`src/rtl/bnb_pkg.sv`:
```
// Shared types and constants for the naive Bayes classifier.
package bnb_pkg;

  // Fixed field widths of the channels and the result queue depth
  localparam int MODE_W     = 2;
  localparam int CLASS_FW   = 4;
  localparam int PIXEL_FW   = 10;
  localparam int SCORE_W    = 34;
  localparam int RESULT_DEPTH = 4;

  typedef logic signed [SCORE_W-1:0] score_t;

  localparam score_t SCORE_MAX = {1'b0, {(SCORE_W-1){1'b1}}};
  localparam score_t SCORE_MIN = {1'b1, {(SCORE_W-1){1'b0}}};

  // Beat operation codes; the spare code does nothing
  typedef enum logic [MODE_W-1:0] {
    MODE_PRIOR = 2'd0,
    MODE_PAIR  = 2'd1,
    MODE_PIXEL = 2'd2
  } mode_t;

  // Control that follows a pixel beat through the score stage
  typedef struct packed {
    logic valid;
    logic first;
    logic add;
    logic white;
    logic last;
  } pix_ctl_t;

  // One queued result
  typedef struct packed {
    logic [CLASS_FW-1:0] predicted_class;
    score_t              best_score;
  } result_t;

endpackage

```
`src/rtl/bnb_score_unit.sv`:
```
// Log priors and running class scores, all classes updated in parallel.
module bnb_score_unit #(
  parameter int NUM_CLASS = 10,
  parameter int LOG_BITS  = 24,
  parameter int CLS_W     = 4
) (
  input  logic                       clk,
  input  logic                       rst,
  input  logic                       prior_wr,
  input  logic [CLS_W-1:0]           prior_idx,
  input  logic signed [LOG_BITS-1:0] prior_val,
  input  bnb_pkg::pix_ctl_t          ctl,
  input  logic signed [LOG_BITS-1:0] term_white [NUM_CLASS],
  input  logic signed [LOG_BITS-1:0] term_black [NUM_CLASS],
  output bnb_pkg::score_t            class_scores [NUM_CLASS],
  output logic                       done
);

  localparam int SUM_W = bnb_pkg::SCORE_W + 1;

  logic signed [LOG_BITS-1:0] prior_log [NUM_CLASS];
  bnb_pkg::score_t            class_scores_next [NUM_CLASS];

  // Prior table, one register per class
  always_ff @(posedge clk) begin
    if (prior_wr) begin
      prior_log[prior_idx] <= prior_val;
    end
  end

  // Saturating add of the selected term to each score (the prior on a first pixel), if add is set
  always_comb begin
    bnb_pkg::score_t            base;
    logic signed [LOG_BITS-1:0] term;
    logic signed [SUM_W-1:0]    sum;
    for (int c = 0; c < NUM_CLASS; c++) begin
      base = ctl.first ? bnb_pkg::score_t'(prior_log[c]) : class_scores[c];
      term = ctl.white ? term_white[c] : term_black[c];
      sum  = SUM_W'(base) + SUM_W'(term);
      if (!ctl.add) begin
        class_scores_next[c] = base;
      end else if (sum[SUM_W-1] != sum[SUM_W-2]) begin
        class_scores_next[c] = sum[SUM_W-1] ? bnb_pkg::SCORE_MIN : bnb_pkg::SCORE_MAX;
      end else begin
        class_scores_next[c] = sum[SUM_W-2:0];
      end
    end
  end

  always_ff @(posedge clk) begin
    if (rst) begin
      for (int c = 0; c < NUM_CLASS; c++) begin
        class_scores[c] <= '0;
      end
      done <= 1'b0;
    end else begin
      if (ctl.valid) begin
        class_scores <= class_scores_next;
      end
      done <= ctl.valid & ctl.last;
    end
  end

endmodule

```
`config.mk`:
```
export PLATFORM = sky130hd
export DESIGN_NAME = bnb_score_unit
export DESIGN_NICKNAME = d
export VERILOG_FILES = /design/src/rtl/bnb_pkg.sv /design/src/rtl/bnb_score_unit.sv
export SDC_FILE = /design/constraint.sdc
export NUM_CORES = 2
export LEC_CHECK = 0
export BUFFER_PORTS_ARGS = -buffer_cell sky130_fd_sc_hd__buf_2
export CAP_MARGIN = 20
export CELL_PAD_IN_SITES_DETAIL_PLACEMENT = 1
export CELL_PAD_IN_SITES_GLOBAL_PLACEMENT = 2
export CORE_MARGIN = 4
export CORE_UTILIZATION = 32
export CTS_BUF_LIST = sky130_fd_sc_hd__clkbuf_4
export DETAILED_ROUTE_END_ITERATION = 10
export MAX_ROUTING_LAYER = met4
export PLACE_DENSITY = 0.76
export SLEW_MARGIN = 10
export SYNTH_ARGS = -nofsm -noshare
export SYNTH_HDL_FRONTEND = slang
export SYNTH_SLANG_ARGS = --single-unit
export TNS_END_PERCENT = 1
```
`constraint.sdc`:
```
create_clock -name clk -period 5.6 [get_ports clk]
set_input_delay 1.12 -clock clk [delete_from_list [all_inputs] [get_ports clk]]
set_output_delay 1.12 -clock clk [all_outputs]
set_load 0.05 [all_outputs]
```
==> results.py <==
metrics = {
    "critical_path": {
        "cpMostUsedCell": "mux2_2",
        "critical_path_class": "in -> reg",
        "critPathMaxStageDelay_ns": 0.72,
        "crit_arrival_ns": 5.44,
        "path_buf_inv": 3,
        "worstPathCellList": "buf_8 > buf_12 > buf_4 > mux2_2 > ha_1 > a21o_1 > a21oi_1 > o21bai_1 > a2111oi_0 > o31ai_1 > o21ai_0 > nand3_1 > mux2_2 > nand2_1 > o211ai_1",
        "end_kind": "register",
        "cp_top_family": "compound AO/OA/AOI/OAI gates",
        "critical_path.slowest_cell": "a2111oi_0",
        "required_ns": 6.63,
        "start_kind": "primary input",
        "cp_max_fo": 29,
    },
    "power": {
        "pwr-share-seq_pct": 29.4,
        "p_switching_mw": 7.44,
        "comb_power_share_pct": 43.8,
        "totalPowerFinal_mw": 17.1,
        "clkPwrFrac_pct": 26.8,
        "power.density_mw_per_mm2": 303,
        "switching_share_pct": 43.6,
        "ir_drop_uv": 138,
        "intPower_mw": 9.63,
        "p_leak_nw": 24.6,
    },
    "detailed_routing": {
        "drtPass1Iterations": 5,
        "wl_per_cell_um": 26.7,
        "ant_nets": 0,
        "drc": 0,
        "drt_wl_total_um": 224000,
        "drt_iter0_drc": 3266,
        "num_vias": 47800,
        "viasPerCell": 5.70,
    },
    "cts": {
        "root_buffer": "clkbuf_4",
        "cts_buffer_depth": 3,
        "cts-buffers-inserted": 182,
        "htreeDepth": 4,
        "tritoncts": "built",
        "post-cts-setup-buffers": 0,
        "insertion_delay_ns": 1.27,
        "cts_sinks": 581,
        "clk_pin_slew_ns": 0.06,
    },
    "die": {
        "initial_core_util_pct": 32.4,
        "io-pin-count": 857,
        "dieArea_mm2": 0.152,
        "die_x_um": 390,
        "core_mm2": 0.144,
        "rows": 139,
        "die_y_um": 390,
    },
    "synthesis": {
        "postSynthCellCount": 5395,
        "syn-num-nets": 6261,
        "synth_cell_types": 100,
        "async_reset_ff_share_pct": 0,
        "synth_ff_type": "dfxtp_1",
        "ys_ff_latch": 581,
        "synth_warnings": 0,
        "synth_area_per_cell_um2": 8.66,
        "synth_edf_count": 240,
        "synth-seq-area-share_pct": 30.0,
        "netlist_area_mm2": 0.0467,
    },
    "sta": {
        "finalMaxSlewViolations": 0,
        "rsz0062_at_grt": "no",
        "hold_viol": 0,
        "finalCritPeriodShare_pct": 78.7,
        "tightest_slew_ns": 1.20,
        "relSlewSlack_pct": 20.1,
        "period_minus_slack_ns": 4.41,
        "clock_skew_ns": 0.119,
        "fin_setup_tns_ns": 0,
        "fmax_mhz": 227,
        "setup-violations-final": 0,
        "holdWs_ns": 0.283,
    },
    "placement": {
        "port_buffers": 856,
        "hpwlAfterDp_um": 165000,
        "dpl-instance-area_mm2": 0.0539,
        "gp_congestion": 0.910,
    },
    "grt": {
        "grt_overflow": 0,
        "grt_max_degree": 96,
        "grt_pass1_vias": 48800,
        "grt_antenna_before_repair": 30,
        "grt_first_pass_wirelength_um": 322000,
        "track_usage_pct": 28.8,
    },
    "finish": {
        "num-nets-final": 7163,
        "design_area_mm2": 0.0563,
        "area_growth_pct": 20.6,
        "final_layout_size_suffix_gt1_share_pct": 29.0,
    },
    "job": {
        "cap_violations": 0,
    },
    "min_path": {
        "hold_path_class": "in -> reg",
    },
    "status": {
        "status": "finished, final reports clean",
    },
}
## flip-flops by register name, indices dropped and copies added (netlist names)
register,flops
prior_log,240
done,1
class_scores,340
## logic make-up (layout without fill, tap and decap cells)
family,Yosys count,count (layout),share of synthesized area [%]
compound gates,1962,1962,27.0
simple gates,1211,1211,12.1
flops,581,581,30.0
buf+inv,520,1577,4.35
mux,483,483,11.6
fa+ha+maj,361,361,9.77
xor+xnor,277,277,5.19
other cells,0,31,0
## cells in the final DEF (no fill, tap or decap), types with 240 or more instances in the layout
cell,netlist,layout
mux2_2,476,476
o21ai_0,433,433
nand2_1,468,466
clkbuf_4,0,275
a21oi_1,400,400
dfxtp_1,341,341
buf_2,30,851
ha_1,340,340
nor2_1,253,240
edfxtp_1,240,240
## metal layers
layer  global-route usage [%]  share of wire (%)  up-vias
met4                     10.8                3.5        0
met1                     35.4                 43    23600
met2                     47.1                 47     1569
met3                     5.63                6.8      350
li1                         -                  -    22200
met5                        -                  0        -
## what timing repair did
item | in CTS | in global routing
hold buffers | 1 | 0
resized for setup | 0 | 0
endpoints found under the hold margin | 1 | 0
## area by class of cell
class,instances,area (um2)
multi-input cells,4294,30800
fillers,17300,88000
well taps,1903,2380
flip-flops and latches,581,14000
clock inverters,64,329
diodes,31,77.6
repair buffers,1033,5930
inverters,205,772
clock buffers,275,2060
## worst paths after layout
kind | cells after the start | slack, ns | endpoint | from
worst min register to register | 2 | 0.46 | class_scores[263]$_SDFFE_PP0P_ | class_scores[263]$_SDFFE_PP0P_
worst max-delay path | 15 | 1.19 | class_scores[91]$_SDFFE_PP0P_ | ctl[3]
worst min-delay path | 2 | 0.28 | done$_SDFF_PP0_ | ctl[4]
worst max register to register | 14 | 1.31 | class_scores[137]$_SDFFE_PP0P_ | prior_log[5][0]$_DFFE_PP_
## per-stage QoR
step | instances | setup slack (ns) | utilization, %
6_report | 8386 | 1.19 | 39.0
3_5_place_dp | 8015 | 0.0773 | 37.3
3_3_place_gp | 8014 | 0.177 | 37.3
4_1_cts | 8355 | 1.37 | 39.0
5_1_grt | 8368 | 1.06 | 39.0
2_1_floorplan | 5395 | 0.310 | -
## power by group through the flow
stage / sequential (mW) / combinational (mW) / clock [mW]
global placement: 5.09 / 7.35 / 0
finish: 5.02 / 7.48 / 4.58
detailed placement: 5.10 / 7.41 / 0
CTS: 5.02 / 7.46 / 4.72
global route: 5.05 / 8.08 / 4.94
floorplan: 5.96 / 4.17 / 0
## synth_stat cells (all sizes together) (41+ instances only)
master,count,share of area (%)
inv,204,1.6
and3,48,0.64
a21oi,403,4.3
dfxtp,341,15
nand2,471,3.8
clkbuf,276,2.2
nor2,255,2.1
a211oi,212,3.5
xor2,101,1.9
a21o,212,3.4
mux2,476,11
o21bai,63,1.0
a21boi,41,0.66
nand3,102,1.1
o22ai,206,2.8
o211ai,69,1.1
o21ai,457,4.9
nand4,46,0.62
ha,340,9.1
a31oi,51,0.68
edfxtp,240,15
xnor2,176,3.3
nor3,101,1.1
(Power assumes the default switching activity.)
