[config.mk]
export PLATFORM = sky130hd
export DESIGN_NAME = bnb_argmax
export DESIGN_NICKNAME = d
export VERILOG_FILES = /design/src/rtl/bnb_pkg.sv /design/src/rtl/bnb_argmax.sv
export SDC_FILE = /design/constraint.sdc
export NUM_CORES = 1
export LEC_CHECK = 0
export ABC_AREA = 1
export BUFFER_PORTS_ARGS = -buffer_cell sky130_fd_sc_hd__buf_4
export CORE_MARGIN = 2
export CORE_UTILIZATION = 55
export DETAILED_ROUTE_END_ITERATION = 10
export GPL_ROUTABILITY_DRIVEN = 0
export PLACE_DENSITY = 0.85
export RECOVER_POWER = 50
export REMOVE_ABC_BUFFERS = 1
export SKIP_LAST_GASP = 1
export SLEW_MARGIN = 30
export SYNTH_ARGS = -nofsm -noshare
export SYNTH_HDL_FRONTEND = slang
export SYNTH_SLANG_ARGS = --single-unit
[constraint.sdc]
create_clock -name vclk -period 12.8
set_input_delay 0.64 -clock vclk [all_inputs]
set_output_delay 0.64 -clock vclk [all_outputs]
set_load 0.01 [all_outputs]
[src/rtl/bnb_pkg.sv]
// Shared types and constants for the naive Bayes classifier.
package bnb_pkg;

  // Fixed field widths of the channels and the result queue depth
  localparam int MODE_W     = 2;
  localparam int CLASS_FW   = 4;
  localparam int PIXEL_FW   = 10;
  localparam int SCORE_W    = 34;
  localparam int RESULT_DEPTH = 4;

  typedef logic signed [SCORE_W-1:0] score_t;

  localparam score_t SCORE_MAX = {1'b0, {(SCORE_W-1){1'b1}}};
  localparam score_t SCORE_MIN = {1'b1, {(SCORE_W-1){1'b0}}};

  // Beat operation codes; the spare code does nothing
  typedef enum logic [MODE_W-1:0] {
    MODE_PRIOR = 2'd0,
    MODE_PAIR  = 2'd1,
    MODE_PIXEL = 2'd2
  } mode_t;

  // Control that follows a pixel beat through the score stage
  typedef struct packed {
    logic valid;
    logic first;
    logic add;
    logic white;
    logic last;
  } pix_ctl_t;

  // One queued result
  typedef struct packed {
    logic [CLASS_FW-1:0] predicted_class;
    score_t              best_score;
  } result_t;

endpackage

[src/rtl/bnb_argmax.sv]
// Comparison tree picking the highest score, lower class on ties.
module bnb_argmax #(
  parameter int NUM_CLASS = 10,
  parameter int CLS_W     = 4
) (
  input  bnb_pkg::score_t            class_scores [NUM_CLASS],
  output bnb_pkg::result_t           result
);

  localparam int LEVELS = $clog2(NUM_CLASS);

  bnb_pkg::score_t  cand_score [NUM_CLASS];
  logic [CLS_W-1:0] cand_idx   [NUM_CLASS];

  // Each level folds the right half of a pair into its left node
  always_comb begin
    for (int c = 0; c < NUM_CLASS; c++) begin
      cand_score[c] = class_scores[c];
      cand_idx[c]   = CLS_W'(c);
    end
    for (int l = 0; l < LEVELS; l++) begin
      for (int c = 0; c < NUM_CLASS; c++) begin
        if (((c & ((2 << l) - 1)) == 0) && (c + (1 << l) < NUM_CLASS)) begin
          if (cand_score[c + (1 << l)] > cand_score[c]) begin
            cand_score[c] = cand_score[c + (1 << l)];
            cand_idx[c]   = cand_idx[c + (1 << l)];
          end
        end
      end
    end
    result.predicted_class = bnb_pkg::CLASS_FW'(cand_idx[0]);
    result.best_score      = cand_score[0];
  end

endmodule

==> results of run 1 <==
[layer usage]
| metal | global-route usage | share of wire | vias to the layer above |
|---|---|---|---|
| li1 | - | - | 7869 |
| met1 | 0.4715 | 0.40 | 6988 |
| met2 | 0.6006 | 0.44 | 918 |
| met3 | 0.06104 | 0.10 | 183 |
| met4 | 0.1874 | 0.062 | 0 |
| met5 | 0 | 0 | - |
[power by group]
group / switching [mW] / internal, mW / leakage [nW]
registers: 0 / 0 / 0
logic: 2.32 / 1.27 / 8.98
clock network: 0 / 0 / 0
[synth_stat cells (2+ instances only)]
| master | n | area [µm²] |
|---|---|---|
| a211oi_1 | 12 | 90.09 |
| a21o_1 | 8 | 60.06 |
| a21oi_1 | 112 | 560.5 |
| a31oi_1 | 2 | 12.51 |
| buf_2 | 9 | 45.04 |
| buf_6 | 6 | 67.56 |
| clkbuf_1 | 50 | 187.7 |
| ha_1 | 298 | 3729 |
| inv_1 | 322 | 1209 |
| inv_2 | 7 | 26.28 |
| nand2_1 | 730 | 2740 |
| nand2_2 | 27 | 168.9 |
| nand2_4 | 2 | 22.52 |
| nand3_1 | 82 | 410.4 |
| nand3_2 | 8 | 80.08 |
| nand3_4 | 2 | 35.03 |
| nand3b_1 | 5 | 37.54 |
| nand4_1 | 77 | 481.7 |
| nor2_1 | 92 | 345.3 |
| nor2_2 | 5 | 31.28 |
| nor3_1 | 7 | 35.03 |
| nor4_1 | 28 | 175.2 |
| o211ai_1 | 3 | 22.52 |
| o21a_1 | 3 | 22.52 |
| o21ai_0 | 247 | 1236 |
| o21ai_2 | 3 | 26.28 |
| o21bai_1 | 6 | 45.04 |
| or3_1 | 2 | 12.51 |
[worst max-delay path by stage]
stage,endpoint,slack (ns),cells after the start
finish,result[0],0.81,54
global route,result[14],0.08,64
CTS,result[0],0.62,53
detailed placement,result[0],0.67,53
global placement,result[0],0.97,53
floorplan,result[0],0.38,56
[timing repair]
item                                    in CTS  in global routing
endpoints found under the setup margin       0                 38
hold buffers                                 0                  0
endpoints found under the hold margin        0                  0
gates resized for setup                      0                  7
[cell families (layout without fill, tap and decap cells)]
family | Yosys count | in the layout
buf+inv | 397 | 719
xor+xnor | 1 | 1
compound gates | 405 | 405
simple gates | 1072 | 1073
fa+ha+maj | 298 | 298
[layout make-up]
cell class	count	area, µm²	share of cell area
Timing Repair Buffer	389	2883	0.1921
Multi-Input combinational cell	1777	10530	0.7016
Tap cell	280	350.3	0.02335
Inverter	330	1245	0.08297
[stage by stage]
stage	setup slack, ns	area [µm²]	hold slack, ns
after floorplan	0.3826	11750	1.552
after global placement	0.9701	15020	1.785
after detailed placement	0.6673	15020	1.779
after CTS	0.6232	15020	1.779
after global routing	0.07949	15010	1.836
final	0.8071	15010	1.792
==> out/summary.txt, run 1 <==
status = finished clean
I/O pin total = 378
Synth Area in XOR/XNOR = 0.0007262
first-pass GRT wire length = 71.33 mm
commonest cells after routing, fill and taps aside = nand2_1, buf_4, inv_1
setup bufs post-CTS = 0
drt drc = 0
Vias = 15958
number of global-route vias before repair = 14689
Die Ht = 152.1 µm
num sequential = 0
fill count = 2061
Ys Warns = 0
Hold Crit Class = primary input to output port
leakage power = 8.980 nW
Pwr Total = 3.585 mW
final worst-path cycle share = 0.9369
Layout Cells excl Fill = 2776
syn_area_per_cell = 5.550 µm²
ant diodes = 0
First DRT Iteration DRCs = 1694
final WL = 45.61 mm
largest family of logic cells by synthesized area = simple AND/OR/NAND/NOR gates
All-Layer GR Usage = 0.3695
Synth Area in Compound Gates = 0.1788
Cell variety after synth = 46
WHS Endpoint = result[24]
Post-Synth Simple-Gate Area = 0.3828
adder-cell share of the synthesized area = 0.3092
post-DR wirelength/cell = 16.43 µm
IO buf count = 378
WP data required = 12.16 ns
crit path from = class_scores[263]
grt ovf = 0
layout cell share with drive strength beyond 1 = 0.1755
crit path DAT = 11.35 ns
FMAX = 0.08338 GHz
clkbuf count = 0
VDD IR max = 0.4145 mV
Starting Density = 0.5561
Mapped Area = 0.01206 mm²
RSZ-0062 raised after global routing = false
pwr dens = 238.9 mW/mm²
CP Launch Type = primary input
Nets = 3136
Bufs and invs on worst path = 7
Most common cell on crit path = nand2_1
largest net degree at the start of global routing = 70
final core occ = 0.6919
Crit. End Element = output port
Final Max Tran Viols = 0
number of vias per cell = 5.749
CP Max Fanout = 37
Final Hold Vio Count = 0
hold_sp = class_scores[24]
measured slew at the worst slew-check pin = 0.9414 ns
die width = 152.1 µm
minimum clock period = 11.99 ns
initial antenna violation count = 0
hold-critical path depth = 6
Slowest cell on crit path = o21ai_0
sum of negative setup slack = 0 ns
Total Die Area = 0.02313 mm²
CP peak stage delay = 0.68 ns
register area = 0 µm²
Crit path max-delay family = simple AND/OR/NAND/NOR gates
most common cell after layout, fill and taps aside = nand2_1
area grow syn2layout = 24.42%
post-DP HPWL = 39.77 mm
TritonRoute pass-1 iters = 7
max-cap viol count = 0
row count = 54
core area = 0.02169 mm²
mux share of post-synthesis cell area = 0
post-route ant nets = 0
placed insts = 2775
critical path class = primary input to output port
register area share after synthesis = 0
cells after synthesis = 2173
max_slew headroom = 0.3658
final setup vio count = 0
Power figures use the tool's default switching activity.
==> run 2: changes to the inputs <==
==> constraint.sdc (replaced) <==
create_clock -name vclk -period 13.8
set_input_delay 0.69 -clock vclk [all_inputs]
set_output_delay 0.69 -clock vclk [all_outputs]
set_load 0.01 [all_outputs]
==> run 2 against run 1 <==
- utilization decreased by 0.22 points
- global-route usage decreased by 0.84 points
- combinational power decreased by 7.8%
- via count decreased by 0.98%
- count of clock-buffer cells in the layout unchanged
- first-iteration DRC count decreased by 14%
- critical path depth decreased by 2
- highest routed layer unchanged
- critical endpoint unchanged
- cell area decreased by 0.33%
- final cell count decreased by 0.14%
- largest cell class unchanged
==> out/summary.txt, run 2 (synthesis gave the netlist of run 1 again) <==
FMAX = 0.07884 GHz
Most common cell on crit path = nand2_1 (unchanged)
TritonRoute pass-1 iters = 6 (was 7)
post-DP HPWL = 39.28 mm (was 39.77 mm)
most common cell after layout, fill and taps aside = nand2_1 (unchanged)
Nets = 3132 (was 3136)
RSZ-0062 raised after global routing = false (unchanged)
IO buf count = 378 (unchanged)
Vias = 15802 (was 15958)
drt drc = 0 (unchanged)
pwr dens = 220.9 mW/mm² (was 238.9 mW/mm²)
number of vias per cell = 5.701 (was 5.749)
core area = 0.02169 mm² (unchanged)
Die Ht = 152.1 µm (unchanged)
max-cap viol count = 0 (unchanged)
setup bufs post-CTS = 0 (unchanged)
post-cts sizing count = 0 (unchanged)
ant diodes = 0 (unchanged)
die width = 152.1 µm (unchanged)
initial antenna violation count = 0 (unchanged)
largest net degree at the start of global routing = 70 (unchanged)
post-DR wirelength/cell = 16.12 µm (was 16.43 µm)
Pwr Total = 3.304 mW (was 3.585 mW)
row count = 54 (unchanged)
Hold Crit Class = primary input to output port (unchanged)
commonest cells after routing, fill and taps aside = nand2_1, buf_4, inv_1 (unchanged)
Total Die Area = 0.02313 mm² (unchanged)
sum of negative setup slack = 0 ns (unchanged)
register area = 0 µm² (unchanged)
First DRT Iteration DRCs = 1460 (was 1694)
clkbuf count = 0 (unchanged)
minimum clock period = 12.68 ns
cts hold-fix bufs = 0 (unchanged)
measured slew at the worst slew-check pin = 1.010 ns (was 0.9414 ns)
crit path DAT = 11.99 ns (was 11.35 ns)
CP peak stage delay = 0.82 ns (was 0.68 ns)
WP data required = 13.11 ns (was 12.16 ns)
layout cell share with drive strength beyond 1 = 0.1734 (was 0.1755)
grt ovf = 0 (unchanged)
post-route ant nets = 0 (unchanged)
final WL = 44.69 mm (was 45.61 mm)
critical path class = primary input to output port (unchanged)
All-Layer GR Usage = 0.3610 (was 0.3695)
number of global-route vias before repair = 14322 (was 14689)
final worst-path cycle share = 0.9192
pre-CTS setup slack = 1.585 ns (was 0.6673 ns)
Final Hold Vio Count = 0 (unchanged)
Crit. End Element = output port (unchanged)
CP Launch Type = primary input (unchanged)
Final Max Tran Viols = 0 (unchanged)
Slowest cell on crit path = nand3_1 (was o21ai_0)
final setup vio count = 0 (unchanged)
num sequential = 0 (unchanged)
Starting Density = 0.5561 (unchanged)
PnR worst setup slack = 1.116 ns (was 0.8071 ns)
I/O pin total = 378 (unchanged)
leakage power = 8.949 nW (was 8.980 nW)
area grow syn2layout = 24.02% (was 24.42%)
status = finished clean (unchanged)
VDD IR max = 0.2721 mV (was 0.4145 mV)
first-pass GRT wire length = 69.62 mm (was 71.33 mm)
max_slew headroom = 0.3250 (was 0.3658)
CP Max Fanout = 40 (was 37)
==> run 2: cell count changes in the layout (fill, tap and decap cells not counted), sizes merged <==
| cell | delta |
|---|---|
| inv | +1 |
| nand3 | -1 |
| clkbuf | +2 |
| clkinvlp | -1 |
| buf | -5 |
==> run 2: per-layer routing <==
metal	GRT usage	up-vias	wire (µm)
met1	0.4734	6938	18210
met2	0.6111	859	20220
met5	0	-	0
li1	-	7865	-
met4	0.1455	0	2143
met3	0.03052	140	4111
==> run 2: final cells by class <==
type / instances / area [µm²]
Fill cell: 2019 / 6731
Inverter: 330 / 1239
Multi-Input combinational cell: 1776 / 10520
Tap cell: 280 / 350.3
Timing Repair Buffer: 386 / 2853
==> run 2: final timing paths <==
check	startpoint	cells after the start	slack, ns	to
worst max-delay path	class_scores[85]	52	1.12	result[0]
worst min-delay path	class_scores[20]	6	1.89	result[20]
==> run 2: where the power goes <==
| group | total, mW | internal, mW | switching (mW) |
|---|---|---|---|
| combinational | 3.30 | 1.16 | 2.14 |
| clock | 0 | 0 | 0 |
| sequential | 0 | 0 | 0 |
| total | 3.30 | 1.16 | 2.14 |
==> run 2: worst max-delay path, delay by kind of cell <==
kind            cells  cell delay (ns)
simple gates       29             5.22
buf+inv            11             3.13
compound gates      8             1.57
fa+ha+maj           4             1.32
==> run 2: metrics by stage <==
stage          area, µm²  hold WS, ns  utilization  cells
6_report           14960        1.894       0.6896   2772
5_1_grt            14960        1.940       0.6896   2772
4_1_cts            15010        1.879       0.6919   2772
3_5_place_dp       15010        1.879       0.6919   2772
3_3_place_gp       15000        1.873       0.6916   2772
2_1_floorplan      11750        1.652            -   2106
