[src/rtl/bnb_pkg.sv]
// Shared types and constants for the naive Bayes classifier.
package bnb_pkg;

  // Fixed field widths of the channels and the result queue depth
  localparam int MODE_W     = 2;
  localparam int CLASS_FW   = 4;
  localparam int PIXEL_FW   = 10;
  localparam int SCORE_W    = 34;
  localparam int RESULT_DEPTH = 4;

  typedef logic signed [SCORE_W-1:0] score_t;

  localparam score_t SCORE_MAX = {1'b0, {(SCORE_W-1){1'b1}}};
  localparam score_t SCORE_MIN = {1'b1, {(SCORE_W-1){1'b0}}};

  // Beat operation codes; the spare code does nothing
  typedef enum logic [MODE_W-1:0] {
    MODE_PRIOR = 2'd0,
    MODE_PAIR  = 2'd1,
    MODE_PIXEL = 2'd2
  } mode_t;

  // Control that follows a pixel beat through the score stage
  typedef struct packed {
    logic valid;
    logic first;
    logic add;
    logic white;
    logic last;
  } pix_ctl_t;

  // One queued result
  typedef struct packed {
    logic [CLASS_FW-1:0] predicted_class;
    score_t              best_score;
  } result_t;

endpackage

[src/rtl/bnb_out_if.sv]
// Output channel: predicted class and its score.
interface bnb_out_if;
  logic                          valid;
  logic                          ready;
  logic [bnb_pkg::CLASS_FW-1:0]  predicted_class;
  logic signed [bnb_pkg::SCORE_W-1:0] best_score;

  modport source (output valid, predicted_class, best_score, input ready);
  modport sink (input valid, predicted_class, best_score, output ready);
endinterface

[src/rtl/bnb_result_fifo.sv]
// Small result queue that decouples the output from the pipeline.
module bnb_result_fifo (
  input  logic             clk,
  input  logic             rst,
  input  logic             push,
  input  bnb_pkg::result_t push_data,
  bnb_out_if.source        result,
  output logic [$clog2(bnb_pkg::RESULT_DEPTH+1)-1:0] count
);

  localparam int PTR_W = $clog2(bnb_pkg::RESULT_DEPTH);

  bnb_pkg::result_t mem [bnb_pkg::RESULT_DEPTH];
  logic [PTR_W-1:0] wr_ptr;
  logic [PTR_W-1:0] rd_ptr;
  logic             pop;

  assign pop                    = result.valid & result.ready;
  assign result.valid           = count != '0;
  assign result.predicted_class = mem[rd_ptr].predicted_class;
  assign result.best_score      = mem[rd_ptr].best_score;

  // Storage
  always_ff @(posedge clk) begin
    if (push) begin
      mem[wr_ptr] <= push_data;
    end
  end

  // Pointers and fill level
  always_ff @(posedge clk) begin
    if (rst) begin
      wr_ptr <= '0;
      rd_ptr <= '0;
      count  <= '0;
    end else begin
      if (push) begin
        wr_ptr <= wr_ptr + 1'b1;
      end
      if (pop) begin
        rd_ptr <= rd_ptr + 1'b1;
      end
      case ({push, pop})
        2'b10:   count <= count + 1'b1;
        2'b01:   count <= count - 1'b1;
        default: count <= count;
      endcase
    end
  end

endmodule

[src/flat_wrapper.sv]
// flat-port wrapper written by rule: the top's interface ports become plain ports
module bnb_result_fifo_flat 
  (clk, rst, push, push_data, count, result_valid, result_predicted_class, result_best_score, result_ready);
  bnb_out_if result_i ();
  input  logic clk;
  input  logic rst;
  input  logic push;
  input  bnb_pkg::result_t push_data;
  output logic [$clog2(bnb_pkg::RESULT_DEPTH+1)-1:0] count;
  output wire logic [$bits(result_i.valid)-1:0] result_valid;
  output wire logic [$bits(result_i.predicted_class)-1:0] result_predicted_class;
  output wire logic [$bits(result_i.best_score)-1:0] result_best_score;
  input wire logic [$bits(result_i.ready)-1:0] result_ready;
  assign result_valid = result_i.valid;
  assign result_predicted_class = result_i.predicted_class;
  assign result_best_score = result_i.best_score;
  assign result_i.ready = result_ready;
  bnb_result_fifo u_core (.clk(clk), .rst(rst), .push(push), .push_data(push_data), .result(result_i), .count(count));
endmodule
[config.mk]
export PLATFORM = sky130hd
export DESIGN_NAME = bnb_result_fifo_flat
export DESIGN_NICKNAME = d
export VERILOG_FILES = /design/src/rtl/bnb_pkg.sv /design/src/rtl/bnb_out_if.sv /design/src/rtl/bnb_result_fifo.sv /design/src/flat_wrapper.sv
export SDC_FILE = /design/constraint.sdc
export NUM_CORES = 1
export LEC_CHECK = 0
export BUFFER_PORTS_ARGS = -buffer_cell sky130_fd_sc_hd__buf_2
export CAP_MARGIN = 30
export CORE_MARGIN = 4
export CORE_UTILIZATION = 55
export CTS_CLUSTER_DIAMETER = 150
export DETAILED_ROUTE_END_ITERATION = 10
export GPL_TIMING_DRIVEN = 0
export PLACE_DENSITY = 0.88
export SLEW_MARGIN = 10
export SYNTH_ARGS = -nofsm -noshare
export SYNTH_HDL_FRONTEND = slang
export SYNTH_SLANG_ARGS = --single-unit
export TNS_END_PERCENT = 30
[constraint.sdc]
create_clock -name clk -period 5.45 [get_ports clk]
set_input_delay 0.8175 -clock clk [delete_from_list [all_inputs] [get_ports clk]]
set_output_delay 0.8175 -clock clk [all_outputs]
set_load 0.01 [all_outputs]
==> results.md, run 1 <==
* Placement Rows at 37
* Pin count of the biggest net entering global routing at 21
* Count of nets left with antenna violations after detail routing at 0
* Cell area power density at 441 nW/um^2
* Buffer depth of the longest clock path at 2
* Fin crit period at 2.77 ns
* Cells after Synth at 245
* Critical path start-end classification: register to primary output
* Highest net fanout along the worst path at 10
* Chip Height at around 110 um
* Cell type with the highest occurrence count on the critical path: buf_2
* Top-Level Pins at 84
* Maximum clock skew at final layout at ~0.012 ns
* Quantity of gates resized following cts at 0
* Peak VDD IR at 0.271 mV
* Total gr overflow at 0
* Number of flops mapped to enable cells by yosys at 152
* Number of antenna violations at the first check in global routing at 1
* Average detailed-routed wire length per instance at ~20 um
* Number of buffers added by the clock tree synthesis step at 17
* Vias per cell at about 5.5
* Most used flip-flop cell after synthesis: edfxtp_1
* Critical Path End Type: primary output
* Final period util at 0.508
* Fin util at 0.693
* Number of failing setup endpoints in the final timing report at 0
* Type of the tightest min-delay check: input port to register
* Root buf cell: clkbuf_8
* Relative area change from synthesis to final layout at 21.4%
* Worst path max stage delay at 0.37 ns
* Total number of nets in the final design at 398
* Headroom to the max-slew limit at 0.568
* Total Die Area at 12500 um^2
* Hold violation count in the final report at 0
* Most frequent cell after synthesis: edfxtp_1
* Synth cell count leaders: edfxtp_1, mux4_2, dfxtp_1
* Worst endpoint required time at 4.63 ns
* Worst-skew pair later-pin latency at 0.51 ns
* Number of distinct library cells after synthesis at 21
* Chain of cells forming the critical path: buf_2 -> buf_2 -> mux4_2 -> buf_2
* Post-CTS setup-driven buffer insertion count at 0
* Flip-flop and latch count after synthesis at 161
* Synth async-reset ratio at 0
* Global placer's final weighted congestion at 0.685
* Total vias in the final route at 2768
* Starting Density at 0.570
* Accumulated negative setup slack at 0 ns
* Status: finished, final reports clean
* Hold-fix buffers at CTS at 0
* Yosys synthesis warning count at 0
* Fraction of synthesized cell area taken by the top area cell type at 0.768
* Sequential element share of the synthesized area at 0.799
* H-tree depth at 4
* Placeable core region at about 10000 um^2
* Number of global-route vias before repair at just under 3000
* Average size of a mapped cell at 24.2 um^2
* Number of buffers inserted by port buffering at 82
* Total GRT Usage at 0.173
* TritonRoute pass-1 iters at 4
* DRT Wirelength at 10200 um
* Width of the die at 112 um
* Slowest cell on the critical path: mux4_2
* Top cells by area, synth: edfxtp_1, mux4_2, dfxtp_1
* Critical Path AT at around 2.0 ns
* Number of design-rule violations left by the first detailed-router iteration at 114
* Slew of the pin with the lowest slew margin at 0.648 ns
* Cell type with the highest aggregate area in the netlist: edfxtp_1
* HPWL Detailed at roughly 6500 um
* First-pass GRT wire length at approximately 16000 um
* DRC Markers at 0
* Peak Freq at 0.361 GHz
* Antenna cell count at 0
* Post-Synthesis Cell Area at 5940 um^2
* Number of clock sinks at 161
* Leakage power summed over all cells at 2.49 nW
* Clock tree from TritonCTS: built
* Setup repair after global routing missed its margin: false
* Clock slew at reported path FFs at 0.07 ns
* Final slew viol count at 0
* Worst Setup Start Kind: register
* Number of max-capacitance violations reported at 0
* Post-Synthesis Net Count at between 200 and 300
* Fraction of final layout cells sized beyond drive strength 1 at 0.457
==> worst max-delay path, delay by kind of cell (launching register included) <==
kind                   cells  cell delay, ns
buffers and inverters      3            0.76
flip-flops                 1            0.32
multiplexers               1            0.37
==> flip-flops by register name, indices dropped and copies added (netlist names), named ones only <==
| name | cells |
|---|---|
| u_core.count | 3 |
| u_core.rd_ptr | 2 |
| u_core.wr_ptr | 2 |
| u_core.mem | 152 |
==> cell type report <==
class	instances	area, um^2
multi-input cells	69	1100
well taps	136	170
flip-flops and latches	161	4740
repair buffers	86	520
clock buffers	17	414
inverters	6	22.5
fillers	666	3200
clock inverters	15	164
plain buffers	9	81.3
==> through the flow <==
step	cells	cell area [um^2]	total power, W	hold slack [ns]	setup WS, ns
after detailed placement	467	6640	0.00209	0.526	3.06
final	499	7210	0.00318	0.514	2.68
after floorplan	245	5940	0.00188	0.485	3.26
after global routing	499	7210	0.00333	0.495	2.56
after global placement	463	6520	0.00206	0.508	2.48
after CTS	499	7210	0.00322	0.491	2.61
==> path summary, 6_finish.rpt <==
path / start / to / slack (ns) / cells after the start
min reg2reg: u_core.count[2] / u_core.count[2] / 0.54 / 2
max: register / result_best_score[16] / 2.68 / 4
max reg2reg: u_core.count[0] / u_core.count[2] / 3.52 / 7
min: push_data[7] / u_core.mem[2][7] / 0.51 / 1
==> report_power, final <==
group	leakage, nW	switching (W)	internal (W)
clock	0.283	0.000506	0.000630
sequential	1.47	0.0000298	0.00143
combinational	0.738	0.000287	0.000303
==> cell families (layout without fill, tap and decap cells) <==
logic type	after synthesis	in the layout	synth area share
AO/OA/AOI/OAI	5	5	0.00548
XOR/XNOR	5	5	0.00737
multiplexers	39	39	0.146
adder cells (fa/ha/maj)	6	6	0.0139
buffers and inverters	15	133	0.0175
flip-flops	161	161	0.799
AND/OR/NAND/NOR	14	14	0.0114
==> metal layers <==
metal  vias to the layer above  share of wire  wire, um  track usage
li1                       1240              -         -            -
met1                      1423           0.40      4080        0.222
met2                        88           0.53      5350        0.283
met3                        15          0.061       616       0.0533
met4                         2          0.011       115       0.0617
met5                         -        0.00079         8            0
==> layout by cell type, fill, tap and decap left out, types with 2 or more instances in the layout <==
cell / n
buf_16: 4
xor2_1: 3
mux4_2: 38
ha_1: 5
xnor2_1: 2
inv_6: 6
dfxtp_1: 9
buf_2: 85
buf_12: 2
and2_2: 4
nor2_1: 8
a21oi_1: 2
edfxtp_1: 152
clkbuf_16: 16
clkbuf_1: 2
or3_1: 2
inv_8: 4
inv_1: 6
No activity file was read; power rests on OpenSTA's default activity.
==> run 2, diff against run 1 <==
--- a/config.mk
+++ b/config.mk
@@ -5,6 +5,7 @@
 export SDC_FILE = /design/constraint.sdc
 export NUM_CORES = 1
 export LEC_CHECK = 0
+export ABC_AREA = 1
 export BUFFER_PORTS_ARGS = -buffer_cell sky130_fd_sc_hd__buf_2
 export CAP_MARGIN = 30
 export CORE_MARGIN = 4
==> constraint.sdc (replaced) <==
create_clock -name clk -period 2.7 [get_ports clk]
set_input_delay 0.405 -clock clk [delete_from_list [all_inputs] [get_ports clk]]
set_output_delay 0.405 -clock clk [all_outputs]
set_load 0.01 [all_outputs]
==> run 2 against run 1 <==
Effect of this change:
- sequential share of layout area is 1.5 points lower
- critical path depth is 1 higher
- global-route usage is 3.9 points higher
- first-iteration DRC count is 150% higher
- largest power group unchanged
- die area is 2.6% higher
- area after synthesis is 2.8% higher
- worst hold slack worse by 0.46 ns
- core utilization is 1.2 points lower
- highest routed layer unchanged
- routed wire length is 28% higher
- final cell count is 39% higher
- largest cell class unchanged
==> results.md, run 2 <==
* Status: finished, final reports clean
* Top-Level Pins at 84 (unchanged)
* Reg2Reg Depth at 13 (+6)
* Hold violation count in the final report at 0 (unchanged)
* Starting Density at 0.563 (-0.00720)
* Cell area power density at 874 nW/um^2 (+98%)
* Synth cell count leaders: edfxtp_1, nor2_1, o21ai_0
* Combined flip-flop and latch cell area at 4740 um^2 (unchanged)
* Root buf cell: clkbuf_8
* Maximum clock skew at final layout at 0.00626 ns (-0.00535 ns)
* Leakage power summed over all cells at 2.72 nW (+9.1%)
* Most frequent cell after synthesis: edfxtp_1
* Combinational family with the most area after synthesis: compound AO/OA/AOI/OAI gates
* Peak VDD IR at 0.500 mV (+85%)
* Synth async-reset ratio at 0 (unchanged)
* Number of antenna violations at the first check in global routing at 1 (unchanged)
* Number of distinct library cells after synthesis at 18 (-14%)
* Critical Path AT at 2.01 ns (+0.06 ns)
* Top cells by area, synth: edfxtp_1, o21ai_0, nor2_1
* Headroom to the max-slew limit at 0.668 (+0.100)
* Most common cell after layout, fill and taps aside: edfxtp_1
* Simple-Gate Fraction of Synth Area at 0.0621 (+0.0507)
* Number of design-rule violations left by the first detailed-router iteration at 283 (+150%)
* Width of the die at 113 um (+1.3%)
* Slew of the pin with the lowest slew margin at 0.497 ns (-0.151 ns)
* Total gr overflow at 0 (unchanged)
* Post-Synthesis Net Count at 481 (+64%)
* TritonRoute pass-1 iters at 5 (+1)
* Final worst hold slack at 0.0580 ns (-0.456 ns)
* Fraction of synthesized cell area taken by the top area cell type at 0.748 (-0.0206)
* First-pass GRT wire length at 20300 um (+26%)
* Count of nets left with antenna violations after detail routing at 0 (unchanged)
* Number of buffers inserted by port buffering at 83 (+1.2%)
* Detailed-routed wire length on met2 at 6610 um (+24%)
* Post-CTS setup-driven buffer insertion count at 0 (unchanged)
* Total number of nets in the final design at 587 (+47%)
* Total length of routed met3 wires at 1030 um (+67%)
* Clock slew at reported path FFs at 0.07 ns (about the same)
* Number of clock sinks at 161 (unchanged)
* Antenna cell count at 0 (unchanged)
* Setup slack after placement at 0.909 ns (-2.15 ns)
* Fraction of final layout cells sized beyond drive strength 1 at 0.261 (-0.196)
* Most used cells in the layout excluding fill and tap cells: edfxtp_1, buf_2, nor2_1
* Post-Synthesis Cell Area at 6100 um^2 (+2.8%)
* Clock tree from TritonCTS: built
* Average size of a mapped cell at 14.1 um^2 (-42%)
* Compound-cell area share of the yosys netlist at 0.109 (+0.103)
* Peak Freq at around 0.41 GHz
* Cell type with the highest aggregate area in the netlist: edfxtp_1
* Average detailed-routed wire length per instance at 18.8 um (-7.6%)
* Vias per cell at 5.71 (+2.9%)
* Fin util at 0.681 (-0.0116)
* Synth Area in Adders at 0.0135 (-0.000373)
* DRT Wirelength at 13000 um (+28%)
* Yosys synthesis warning count at 0 (unchanged)
* Accumulated negative setup slack at 0 ns (unchanged)
* Number of filler instances in the final layout at 730 (+9.6%)
* Area share of xor/xnor cells in the synthesized design at 0 (-0.00737)
* Worst Setup Start Kind: register
* Sequential element share of the synthesized area at 0.777 (-0.0214)
* Highest net fanout along the worst path at 10 (unchanged)
* Worst endpoint required time at 2.30 ns (-2.33 ns)
* Worst hold path stage count at 2 (+1)
* FF-to-FF Start: u_core.count[1]
* Biggest register: u_core.mem
* Critical path start-end classification: register to primary output
* Placement Rows at 38 (+2.7%)
* Biggest regs: u_core.mem (152), u_core.count (3)
* Global placer's final weighted congestion at 0.750 (+9.5%)
* Largest register FFs at 152 (unchanged)
* Final slew viol count at 0 (unchanged)
* Hold-fix buffers at CTS at 0 (unchanged)
* H-tree depth at 4 (unchanged)
* Chip Height at 113 um (+1.3%)
* Worst-skew pair later-pin latency at 0.52 ns (about the same)
* R2R Setup Slk at 0.92 ns (-2.60 ns)
* Relative area change from synthesis to final layout at 20.9%
* Quantity of gates resized following cts at 0 (unchanged)
* Placeable core region at 10800 um^2 (+4.1%)
* Critical Path End Type: primary output
* Highest layer used for signal routing: met5
* Critical hold path startpoint: rst
* Most used flip-flop cell after synthesis: edfxtp_1
* PnR worst setup slack at 0.285 ns (-2.40 ns)
* Endpoint of the worst register-to-register path: u_core.count[2]
* Total vias in the final route at 3949 (+43%)
* Total GRT Usage at 0.212 (+0.0390)
* DRC Markers at 0 (unchanged)
* Number of max-capacitance violations reported at 0 (unchanged)
* HPWL Detailed at 8280 um (+27%)
* Number of failing setup endpoints in the final timing report at 0 (unchanged)
* Number of global-route vias before repair at 4048 (+36%)
* Cells after Synth at 433 (+77%)
* Flip-flop and latch count after synthesis at 161 (unchanged)
* Worst Hold End: u_core.rd_ptr[1]
* Number of flops mapped to enable cells by yosys at 152 (unchanged)
* Type of the tightest min-delay check: input port to register
* Pin count of the biggest net entering global routing at 30 (+43%)
* Mux cell area share after synthesis at 0 (-0.146)
* Total Die Area at 12800 um^2 (+2.6%)
* Multi-input combinational cell area at 1120 um^2 (+2.5%)
* Setup repair after global routing missed its margin: false
* Final period util at 0.894
* Buffer depth of the longest clock path at 2 (unchanged)
* Met1 wire length at 5020 um (+23%)
* Fin crit period at between 2 and 2.5 ns
* Number of buffers added by the clock tree synthesis step at 17 (unchanged)
## run 2: changes by cell type after synthesis, sizes merged, moves of 3 or more
cell	before	now
and2	4	0
o22ai	0	38
a21oi	2	5
clkbuf	2	9
buf	7	15
xor2	3	0
o21ai	1	80
nand3	0	3
inv	6	19
mux4	38	0
nand2	0	15
nor2	8	82
## run 2: worst max path at each step
stage / endpoint / slack (ns)
2_1_floorplan: u_core.mem[2][0] / 0.97
5_1_grt: result_best_score[14] / 0.16
3_3_place_gp: u_core.mem[0][11] / 0.42
6_report: result_best_score[14] / 0.29
4_1_cts: result_best_score[14] / 0.25
3_5_place_dp: result_best_score[10] / 0.91
## run 2: metal layers
layer / up-vias / track usage
met5: - / 0
met1: 1929 / 0.247
met3: 35 / 0.0626
met2: 166 / 0.359
li1: 1817 / -
met4: 2 / 0.104
## run 2: worst max-delay path: stages, from the launching register on
cell,delay [ns]
dfxtp_1,0.37
inv_2,0.11
clkbuf_1,0.40
o21ai_0,0.19
o22ai_1,0.23
buf_2,0.18
## run 2: report_power, final
part | internal (W) | switching [W] | total (W)
combinational | 0.000434 | 0.000767 | 0.00120
sequential | 0.00286 | 0.0000474 | 0.00291
clock | 0.00138 | 0.000958 | 0.00234
## run 2: logic make-up (layout without fill, tap and decap cells)
| logic type | after synthesis | after routing |
|---|---|---|
| buffers and inverters | 43 | 162 |
| adders and majority gates | 6 | 6 |
| DFF | 161 | 161 |
| AOI/OAI and AO/OA | 123 | 123 |
| and+or+nand+nor | 100 | 100 |
## run 2: area by class of cell
type	instances	share of cell area
clock inverter	13	0.0203
multi-input combinational	229	0.152
buffer	24	0.0222
timing repair buffer	87	0.0692
clock buffer	19	0.0598
inverter	19	0.00966
tap	140	0.0237
sequential	161	0.643
## run 2: stage by stage
stage	power [W]	instance area [um^2]	std cells
3_5_place_dp	0.00417	6790	660
2_1_floorplan	0.00366	6100	433
4_1_cts	0.00649	7380	692
3_3_place_gp	0.00410	6700	656
5_1_grt	0.00672	7380	692
6_report	0.00645	7380	692
==> run 3, diff against run 2 <==
--- a/config.mk
+++ b/config.mk
@@ -14,6 +14,7 @@
 export DETAILED_ROUTE_END_ITERATION = 10
 export GPL_TIMING_DRIVEN = 0
 export PLACE_DENSITY = 0.88
+export RECOVER_POWER = 100
 export SLEW_MARGIN = 10
 export SYNTH_ARGS = -nofsm -noshare
 export SYNTH_HDL_FRONTEND = slang
==> run 3 against run 2 <==
Effect of this change:
- die area unchanged
- critical path depth stayed put
- clock skew about the same
==> results.md, run 3 (synthesis results as in run 2) <==
* Peak VDD IR at 0.516 mV (+3.2%)
* Most common cell after layout, fill and taps aside: edfxtp_1
* TritonRoute pass-1 iters at 7 (+2)
* Buffer depth of the longest clock path at 2 (unchanged)
* Cell area power density at 886 nW/um^2 (+1.4%)
* Type of the tightest min-delay check: input port to register
* Total GRT Usage at 0.212 (unchanged)
* Total number of nets in the final design at 587 (unchanged)
* Number of antenna violations at the first check in global routing at 0 (-1)
* HPWL Detailed at 8280 um (unchanged)
* Most used cells in the layout excluding fill and tap cells: edfxtp_1, nor2_1, clkbuf_1
* Biggest register: u_core.mem
* Headroom to the max-slew limit at 0.417 (-0.252)
* Hold-fix buffers at CTS at 0 (unchanged)
* Antenna cell count at 0 (unchanged)
* Pint at 0.00461 W (-1.4%)
* Cell type with the highest occurrence count on the critical path: clkbuf_1
* Category of cells accounting for the largest share of critical-path delay: buffers and inverters
* DRC Markers at 0 (unchanged)
* Final std cell area, no fill at 7210 um^2 (-2.3%)
* Hold violation count in the final report at 0 (unchanged)
* Number of design-rule violations left by the first detailed-router iteration at 280 (-1.1%)
* Width of the die at 113 um (unchanged)
* Buffers & Inverters on Critical Path at 3 (unchanged)
* Starting Density at 0.563 (unchanged)
* Placement Rows at 38 (unchanged)
* Count of nets left with antenna violations after detail routing at 0 (unchanged)
* Placed cell area at 6790 um^2 (unchanged)
* Top-Level Pins at 84 (unchanged)
* Placeable core region at 10800 um^2 (unchanged)
* Number of failing setup endpoints in the final timing report at 0 (unchanged)
* Quantity of gates resized following cts at 0 (unchanged)
* Average detailed-routed wire length per instance at 19.0 um (+1.0%)
* Critical Path AT at 2.07 ns (+0.06 ns)
* Critical Path End Type: primary output
* Relative contribution of sequential cells to total power at 0.455 (+0.004)
* Relative area change from synthesis to final layout at 18.2%
* DRT Wirelength at 13200 um (+1.0%)
* Final period util at 0.918 (+0.0234)
* Worst endpoint required time at 2.30 ns (about the same)
* Number of max-capacitance violations reported at 0 (unchanged)
* Fraction of final layout cells sized beyond drive strength 1 at 0.118 (-0.143)
* Accumulated negative setup slack at 0 ns (unchanged)
* Net switching share of the total power at 0.279 (+0.00376)
* Worst Setup Start Kind: register
* Number of buffers inserted by port buffering at 83 (unchanged)
* First-pass GRT wire length at 20300 um (unchanged)
* Maximum clock skew at final layout at 0.00622 ns (-0.0000344 ns)
* Slew of the pin with the lowest slew margin at 0.875 ns (+0.378 ns)
* R2R Setup Slk at 0.45 ns (-0.47 ns)
* Biggest regs: u_core.mem (152), u_core.count (3)
* Critical path start-end classification: register to primary output
* Part of the total power dissipated in combinational logic at 0.179 (-0.007)
* Share of total power in the clock network at 0.366 (+0.003)
* Fin util at 0.666 (-0.0155)
* Final slew viol count at 0 (unchanged)
* Psw at 0.00178 W (+0.47%)
* Slowest cell on the critical path: clkbuf_1
* Overall power at 0.00639 W (-0.88%)
* Clock tree from TritonCTS: built
* Root buf cell: clkbuf_8
* Setup repair after global routing missed its margin: false
* Pin count of the biggest net entering global routing at 30 (unchanged)
* Number of clock sinks at 161 (unchanged)
* Clock slew at reported path FFs at 0.07 ns (about the same)
* Vias per cell at 5.66 (-0.89%)
* Number of buffers added by the clock tree synthesis step at 17 (unchanged)
* Worst path max stage delay at 0.42 ns (+0.02 ns)
* Leakage power summed over all cells at 2.50 nW (-8.0%)
* Fin crit period at 2.48 ns (+0.0632 ns)
* Number of global-route vias before repair at 4048 (unchanged)
* Largest register FFs at 152 (unchanged)
* Global placer's final weighted congestion at 0.750 (unchanged)
* Total gr overflow at 0 (unchanged)
* Chip Height at 113 um (unchanged)
* Status: finished, final reports clean
* Placed instance count at 660 (unchanged)
* Peak Freq at 0.404 GHz (-2.6%)
* Total vias in the final route at 3914 (-0.89%)
* Chain of cells forming the critical path: inv_1 -> clkbuf_1 -> o21ai_0 -> o22ai_1 -> clkbuf_1
* Highest net fanout along the worst path at 10 (unchanged)
* Total Die Area at 12800 um^2 (unchanged)
* H-tree depth at 4 (unchanged)
* Worst-skew pair later-pin latency at 0.52 ns (about the same)
* Number of non-filler instances in the completed layout at 692 (unchanged)
* Post-CTS setup-driven buffer insertion count at 0 (unchanged)
run 3: cell count changes in the layout (fill, tap and decap cells not counted):
cell,change
clkbuf_2,+4
buf_16,-2
buf_12,-2
buf_2,-74
inv_1,+5
o21ai_0,+1
inv_2,-5
o21ai_1,-1
clkbuf_1,+74
run 3: metrics by stage:
step           hold WS, ns  setup WS (ns)
2_1_floorplan        0.459          0.971
3_3_place_gp         0.482          0.422
3_5_place_dp         0.524          0.909
4_1_cts             0.0396          0.249
5_1_grt             0.0601          0.109
6_report            0.0609          0.222
run 3: worst reg2reg max path, cell delays in order, from the launching register on:
cell	delay (ns)
dfxtp_1	0.33
inv_1	0.10
ha_1	0.14
nand2_1	0.05
inv_1	0.58
clkbuf_2	0.67
run 3: power by group through the flow:
stage / sequential [W] / combinational, W / clock [W]
3_5_place_dp: 0.00296 / 0.00121 / 0
2_1_floorplan: 0.00296 / 0.000703 / 0
5_1_grt: 0.00292 / 0.00126 / 0.00247
6_report: 0.00291 / 0.00114 / 0.00234
3_3_place_gp: 0.00296 / 0.00115 / 0
4_1_cts: 0.00291 / 0.00122 / 0.00237
run 3: worst paths after layout:
kind                                        from                     to  cells after the start
worst min register to register  u_core.rd_ptr[1]       u_core.rd_ptr[1]                      2
worst max register to register  u_core.wr_ptr[1]      u_core.mem[1][14]                      5
worst max-delay path                    register  result_best_score[14]                      5
worst min-delay path                         rst       u_core.rd_ptr[1]                      2
run 3: layout make-up:
class	instances	area (um^2)
inverters	19	71.3
well taps	140	175
multi-input cells	229	1120
clock inverters	13	150
flip-flops and latches	161	4740
clock buffers	19	442
plain buffers	24	164
repair buffers	87	343
fillers	768	3630
run 3: per-layer routing:
metal / vias to the layer above / routed length [um] / track usage / part of all wire
met5: - / 0 / 0 / 0
met1: 1900 / 5010 / 0.247 / 0.38
met4: 0 / 314 / 0.104 / 0.024
met3: 31 / 1090 / 0.0626 / 0.083
met2: 168 / 6750 / 0.359 / 0.51
li1: 1815 / - / - / -
